[config.mk]
export PLATFORM = sky130hd
export DESIGN_NAME = hash_seeded_lehmer_rng
export DESIGN_NICKNAME = d
export VERILOG_FILES = /design/src/rtl/hlrng_pkg.sv /design/src/rtl/hlrng_hash.sv /design/src/rtl/hlrng_lehmer.sv /design/src/rtl/hash_seeded_lehmer_rng.sv
export SDC_FILE = /design/constraint.sdc
export NUM_CORES = 2
export LEC_CHECK = 0
export BUFFER_PORTS_ARGS = -buffer_cell sky130_fd_sc_hd__buf_2
export CORE_MARGIN = 8
export CORE_UTILIZATION = 40
export DETAILED_ROUTE_END_ITERATION = 10
export GPL_ROUTABILITY_DRIVEN = 0
export PLACE_DENSITY = 0.57
export SYNTH_ARGS = -nofsm -noshare
export SYNTH_HDL_FRONTEND = slang
export SYNTH_HIERARCHICAL = 1
export SYNTH_SLANG_ARGS = --single-unit
[constraint.sdc]
create_clock -name clk -period 6.56 [get_ports clk]
set_input_delay 1.312 -clock clk [delete_from_list [all_inputs] [get_ports clk]]
set_output_delay 1.312 -clock clk [all_outputs]
set_load 0.01 [all_outputs]
[src/rtl/hlrng_pkg.sv]
// Shared types and constants for the seeded Lehmer generator.
package hlrng_pkg;

  localparam int HashBytes = 28;
  localparam int ByteCntW = $clog2(HashBytes);
  localparam int WarmupStepsDef = 5;

  localparam logic [14:0] LehmerMult = 15'd16807;
  localparam logic [30:0] LehmerMod = 31'h7fffffff;
  localparam logic [31:0] ReseedMask = 32'h07ffffff;

  typedef enum logic [2:0] {
    ST_IDLE,
    ST_HASH,
    ST_FINAL,
    ST_SEED,
    ST_STEP,
    ST_WAIT,
    ST_DONE
  } state_t;

  typedef struct packed {
    logic load;
    logic mix;
    logic fin;
  } hash_ctrl_t;

endpackage

[src/rtl/hlrng_hash.sv]
// One-at-a-time hash unit: mixes one byte per cycle, then finalizes.
module hlrng_hash
  import hlrng_pkg::*;
(
  input  logic              clk,
  input  hash_ctrl_t        ctrl,
  input  logic signed [31:0] base_index,
  input  logic [63:0]       coord_x,
  input  logic [63:0]       coord_y,
  input  logic [63:0]       coord_z,
  output logic [31:0]       hash
);

  logic [HashBytes*8-1:0] bytes;
  logic [31:0]            h;
  logic [31:0]            mix_a;
  logic [31:0]            mix_b;
  logic [31:0]            mix_h;
  logic [31:0]            fin_a;
  logic [31:0]            fin_b;
  logic [31:0]            fin_h;

  // Bytes are sign-extended before they enter the accumulator.
  always_comb begin
    mix_a = h + {{24{bytes[7]}}, bytes[7:0]};
    mix_b = mix_a + (mix_a << 10);
    mix_h = mix_b ^ (mix_b >> 6);
    fin_a = h + (h << 3);
    fin_b = fin_a ^ (fin_a >> 11);
    fin_h = fin_b + (fin_b << 15);
  end

  always_ff @(posedge clk) begin
    if (ctrl.load) begin
      bytes <= {coord_z, coord_y, coord_x, base_index};
      h     <= '0;
    end else if (ctrl.mix) begin
      bytes <= bytes >> 8;
      h     <= mix_h;
    end else if (ctrl.fin) begin
      h <= fin_h;
    end
  end

  assign hash = h;

endmodule

[src/rtl/hlrng_lehmer.sv]
// Two-stage generator step: multiply by 16807, then fold modulo 2^31-1.
module hlrng_lehmer
  import hlrng_pkg::*;
(
  input  logic        clk,
  input  logic        rst,
  input  logic        go,
  input  logic [30:0] operand,
  output logic        done,
  output logic [30:0] result
);

  logic [45:0] prod;
  logic        prod_vld;
  logic [31:0] fold;
  logic [31:0] fold_sub;

  // The modulus is a Mersenne number, so the high part folds onto the low part
  // and at most one subtraction remains.
  always_comb begin
    fold     = {1'b0, prod[30:0]} + {17'b0, prod[45:31]};
    fold_sub = fold - {1'b0, LehmerMod};
  end

  always_ff @(posedge clk) begin
    if (rst) begin
      prod_vld <= 1'b0;
      done     <= 1'b0;
    end else begin
      prod_vld <= go;
      done     <= prod_vld;
    end
  end

  always_ff @(posedge clk) begin
    if (go) begin
      prod <= 46'(operand) * 46'(LehmerMult);
    end
    if (prod_vld) begin
      result <= (fold >= {1'b0, LehmerMod}) ? fold_sub[30:0] : fold[30:0];
    end
  end

endmodule

[src/rtl/hash_seeded_lehmer_rng.sv]
// Top level of the seeded Lehmer generator: sequencer, state and output word.
//
// Each input word is either a draw or a reseed, and each gives exactly one
// output word holding the new 31-bit state and that state as a Q0.32 fraction
// of 2^31-1. A draw makes one pass through the shared two-stage multiply/fold
// unit and then loads the output register. A reseed runs the hash unit over
// its 28 bytes, finalizes, picks the masked seed, makes WARMUP_STEPS dependent
// passes through the same multiply/fold unit (the default is 5) and then loads
// the output. Words are only accepted in the idle state. The input stalls
// until the result has moved into the output register; the output register
// may still be waiting on the consumer while the next word is accepted.
module hash_seeded_lehmer_rng
  import hlrng_pkg::*;
#(
  parameter int WARMUP_STEPS = WarmupStepsDef
) (
  input  logic               clk,
  input  logic               rst,
  input  logic               in_valid,
  output logic               in_stall,
  input  logic               opcode,
  input  logic signed [31:0] base_index,
  input  logic [63:0]        coord_x,
  input  logic [63:0]        coord_y,
  input  logic [63:0]        coord_z,
  output logic               out_valid,
  input  logic               out_stall,
  output logic [30:0]        seed_out,
  output logic [31:0]        fraction
);

  localparam int StepW = $clog2(WARMUP_STEPS + 2);

  state_t               state;
  state_t               state_next;
  hash_ctrl_t           hctrl;
  logic                 step_go;
  logic                 step_done;
  logic [30:0]          step_result;
  logic [31:0]          hash;
  logic [31:0]          masked;
  logic [30:0]          seed;
  logic [30:0]          work;
  logic [StepW-1:0]     steps;
  logic [ByteCntW-1:0]  bcnt;
  logic                 accept;
  logic                 out_free;
  logic [31:0]          dbl;
  logic                 dbl_ge;

  assign accept   = in_valid && !in_stall;
  assign out_free = !out_valid || !out_stall;
  assign masked   = hash & ReseedMask;

  // 2^32 / (2^31-1) is 2 plus 2/(2^31-1), so the fraction is 2s plus one
  // when 2s reaches the modulus.
  assign dbl    = {work, 1'b0};
  assign dbl_ge = dbl >= {1'b0, LehmerMod};

  hlrng_hash u_hash (
    .clk        (clk),
    .ctrl       (hctrl),
    .base_index (base_index),
    .coord_x    (coord_x),
    .coord_y    (coord_y),
    .coord_z    (coord_z),
    .hash       (hash)
  );

  hlrng_lehmer u_lehmer (
    .clk     (clk),
    .rst     (rst),
    .go      (step_go),
    .operand (work),
    .done    (step_done),
    .result  (step_result)
  );

  always_ff @(posedge clk) begin
    if (rst) begin
      state <= ST_IDLE;
    end else begin
      state <= state_next;
    end
  end

  always_comb begin
    state_next = state;
    in_stall   = 1'b1;
    hctrl      = '0;
    step_go    = 1'b0;
    unique case (state)
      ST_IDLE: begin
        in_stall = 1'b0;
        if (in_valid) begin
          if (opcode) begin
            state_next = ST_STEP;
          end else begin
            hctrl.load = 1'b1;
            state_next = ST_HASH;
          end
        end
      end
      ST_HASH: begin
        hctrl.mix = 1'b1;
        if (bcnt == ByteCntW'(HashBytes - 1)) begin
          state_next = ST_FINAL;
        end
      end
      ST_FINAL: begin
        hctrl.fin  = 1'b1;
        state_next = ST_SEED;
      end
      ST_SEED: begin
        state_next = (steps == '0) ? ST_DONE : ST_STEP;
      end
      ST_STEP: begin
        step_go    = 1'b1;
        state_next = ST_WAIT;
      end
      ST_WAIT: begin
        if (step_done) begin
          state_next = (steps == StepW'(1)) ? ST_DONE : ST_STEP;
        end
      end
      ST_DONE: begin
        if (out_free) begin
          state_next = ST_IDLE;
        end
      end
      default: begin
        state_next = ST_IDLE;
      end
    endcase
  end

  always_ff @(posedge clk) begin
    if (rst) begin
      seed      <= 31'd1;
      out_valid <= 1'b0;
    end else begin
      if (state == ST_DONE && out_free) begin
        seed      <= work;
        out_valid <= 1'b1;
      end else if (out_valid && !out_stall) begin
        out_valid <= 1'b0;
      end
    end
  end

  always_ff @(posedge clk) begin
    if (accept) begin
      work  <= seed;
      bcnt  <= '0;
      steps <= opcode ? StepW'(1) : StepW'(WARMUP_STEPS);
    end
    if (state == ST_HASH) begin
      bcnt <= bcnt + ByteCntW'(1);
    end
    if (state == ST_SEED) begin
      // A zero hash would lock the generator at zero.
      work <= (masked == '0) ? 31'd1 : masked[30:0];
    end
    if (state == ST_WAIT && step_done) begin
      work  <= step_result;
      steps <= steps - StepW'(1);
    end
    if (state == ST_DONE && out_free) begin
      seed_out <= work;
      fraction <= dbl + {31'b0, dbl_ge};
    end
  end

  a_step_only_in_wait: assert property (@(posedge clk) disable iff (rst)
    step_done |-> state == ST_WAIT)
    else $error("step result arrived outside the wait state");

  a_seed_in_range: assert property (@(posedge clk) disable iff (rst)
    seed != '0 && seed != LehmerMod)
    else $error("generator state left the valid range");

  a_accept_leaves_idle: assert property (@(posedge clk) disable iff (rst)
    accept |=> state != ST_IDLE)
    else $error("accepted word did not start the sequencer");

  a_done_loads_output: assert property (@(posedge clk) disable iff (rst)
    state == ST_DONE && out_free |=> out_valid && seed_out == $past(work))
    else $error("finished word was not loaded into the output register");

endmodule

==> impl_metrics.toml <==
[routing]
drtIter0Drc = 1582
routedWlPerCell_um = 19.9
vias_per_cell = 5.23
dr.pass1.iters = 5
wl_um = 86000
drc_errors = 0
vias = 22600
drtAntennaViolNets = 0

[sta]
clock_skew_ps = 41.5
hold_ws_ps = 454
hold_viol = 0
fin_crit_sh = 0.955
period_minus_slack_ps = 6260
fin_ws_ps = 298
tightest_slew_ps = 1050
clock.fmax_mhz = 160
setup_viol_count_final = 0
timing.slew.headroom = 0.299
fin_setup_tns_ps = 0
drv_slew = 0

[die]
io_pins = 294
core_area_um2 = 79000
initial_core_util = 0.404
die_area_um2 = 89200
die_w_um = 299
rows = 103
die_h_um = 299

[synthesis]
yosysSeqAreaShare = 0.392
syn-cell-area_um2 = 31900
ys.flop_type = "edfxtp_1"
synth_compound_gate_area_share = 0.109
synth_fa_ha_area_frac = 0.205
yosysMostFrequentCell = "edfxtp_1"
synth_warnings = 6
synthXorXnorAreaFrac = 0.0619
synthSimpleGateAreaFrac = 0.0851
synth_fp_nets = 3582
yosysTopAreaCell = "edfxtp_1"
synth_edf_count = 371
synth_mux_area_frac = 0.0856
synth_top_family_by_area = "adder cells"
yosys_register_bits = 440
async_flop_share = 0
yosysUniqueCellTypes = 95
synth_common_cells = "371 x edfxtp_1, 355 x inv_1, 301 x ha_1"
syn_area_per_cell_um2 = 11.0
yosysTopAreaCellShare = 0.349
synthCells = 2914
synthTopCellsByArea = "edfxtp_1 35%, ha_1 12%, fa_1 8.6%, mux2_2 7.7%, dfxtp_1 4.3%"

[clock_tree]
cts_tree = "yes"
cts_max_path_buffers = 3
h-tree-depth = 2
clkSinkCount = 440
postCtsHoldBufs = 0
clkSlewWorstSetupHoldPaths_ps = 60
clock-root-buffer = "clkbuf_16"
clkLatencyLatePin_ps = 630
numCtsBuffers = 51

[placement]
place_ws_ps = -2.82
dp_hpwl_um = 67100
io_buffers = 293

[worst_setup_path]
critPathKind = "reg2reg"
cp-end-kind = "flip-flop"
worstPathMaxFanout = 6
cp_data_arrival_time_ps = 6790
required_ps = 7090
cp-start-kind = "flip-flop"

[global_route]
grt_overflow = 0
grt_pass1_vias = 23700
grt_pass1_wl_um = 134000
grt_max_degree = 140
grt.total_usage = 0.188
antenna_found_initial = 22

[layout]
fillers = 7351
drive_gt1_frac = 0.225
fin_util = 0.464
layout.nets = 3882
area_growth_pct = 14.7

[hold_path]
hold_class = "reg2reg"

[run_status]
status = "completed"

[flow_run]
maxCapViolations = 0
-- path summary, 6_finish.rpt --
path                  startpoint              end  slack [ps]  cells past startpoint
setup / recovery  u_hash/hash[5]  u_hash/hash[31]         300                     26
hold reg to reg         seed[13]         seed[13]         450                      2
hold / removal          seed[13]         seed[13]         450                      2
setup reg to reg  u_hash/hash[5]  u_hash/hash[31]         300                     26
-- through the flow --
step           instances  area, um2
5_1_grt             4309      36600
3_5_place_dp        4206      34600
2_1_floorplan       2914      31900
4_1_cts             4301      36400
3_3_place_gp        4206      34600
6_report            4320      36600
-- flip-flops by register name (all words and copies together), names as in the netlist --
register           flops
u_lehmer/result       31
bcnt                   5
steps                  3
seed_out              30
u_hash/hash           32
u_lehmer/prod_vld      1
fraction               1
work                  31
u_hash/bytes         224
seed                  31
u_lehmer/prod         46
u_lehmer/done          1
out_valid              1
state                  3
-- placed cells by master, fill, tap and decap left out, types with 12 or more instances in the layout --
| cell type | synthesis | routed |
|---|---|---|
| buf_4 | 40 | 65 |
| o211ai_1 | 12 | 12 |
| or3_1 | 12 | 12 |
| nand2_1 | 166 | 166 |
| nor2b_1 | 24 | 23 |
| and3_1 | 19 | 19 |
| o21bai_1 | 24 | 24 |
| nand2b_1 | 12 | 12 |
| o21ai_1 | 24 | 25 |
| a21oi_1 | 208 | 204 |
| clkbuf_16 | 0 | 52 |
| nor3_1 | 27 | 25 |
| nand3_1 | 36 | 36 |
| diode_2 | 0 | 14 |
| inv_1 | 355 | 354 |
| nand4_1 | 18 | 18 |
| a31oi_1 | 15 | 13 |
| edfxtp_1 | 371 | 371 |
| nor2_1 | 166 | 164 |
| xnor2_1 | 131 | 130 |
| o21ai_0 | 62 | 60 |
| mux2_2 | 217 | 217 |
| fa_1 | 138 | 138 |
| dfxtp_1 | 69 | 66 |
| and2_1 | 19 | 19 |
| a21o_1 | 63 | 63 |
| a211oi_1 | 35 | 34 |
| mux2i_1 | 28 | 28 |
| ha_1 | 301 | 297 |
| o21a_1 | 15 | 15 |
| buf_2 | 4 | 293 |
| xor2_1 | 86 | 80 |
-- layer usage --
layer | track usage | up-vias | share of wire
li1 | - | 10900 | -
met1 | 0.246 | 11000 | 0.44
met2 | 0.311 | 563 | 0.47
met3 | 0.0381 | 149 | 0.052
met4 | 0.0561 | 18 | 0.031
met5 | 0 | - | 0.0014
-- cells by family after synthesis --
family / Yosys count
AND/OR/NAND/NOR: 554
AO/OA/AOI/OAI: 544
buffers and inverters: 469
adder cells (fa/ha/maj): 440
flip-flops: 440
multiplexers: 246
XOR/XNOR: 221
-- worst max-delay path, stage by stage (launching register included) --
cell and delay (ps):
dfxtp_2 420, ha_1 300, nor2b_1 140, o21ai_0 310, o22ai_2 170, o21ai_0 370, o21ai_2 130, a31oi_1 340
a211oi_2 150, a31o_2 300, nor3_1 230, a2bb2oi_1 490, xor2_1 200, ha_1 260, a21oi_1 220, nor2b_1 80
o21a_1 180, o21ai_1 160, nand2b_1 120, a41oi_2 250, a21oi_1 150, a31oi_2 250, o21ai_0 140, xnor2_1 170
xnor3_1 250, a211o_1 300, o31ai_1 60
-- repair_timing --
action	4_1_cts	5_1_grt
buffers inserted	0	5
resized for setup	4	34
endpoints found under the setup margin	2	18
hold endpoints to repair	0	0
pin swaps	0	5
-- cell type report --
type / instances / area [um2] / area share
Multi-Input combinational cell: 2005 / 17700 / 0.482
Sequential cell: 440 / 12500 / 0.342
Timing Repair Buffer: 360 / 1990 / 0.0545
Clock buffer: 64 / 1370 / 0.0373
Inverter: 356 / 1340 / 0.0365
Tap cell: 1050 / 1310 / 0.0359
Clock inverter: 31 / 402 / 0.0110
Antenna cell: 14 / 35.0 / 0.000956
Power is not shown: default switching activity piles up to over one toggle a cycle in this logic, so the estimate is an artifact.
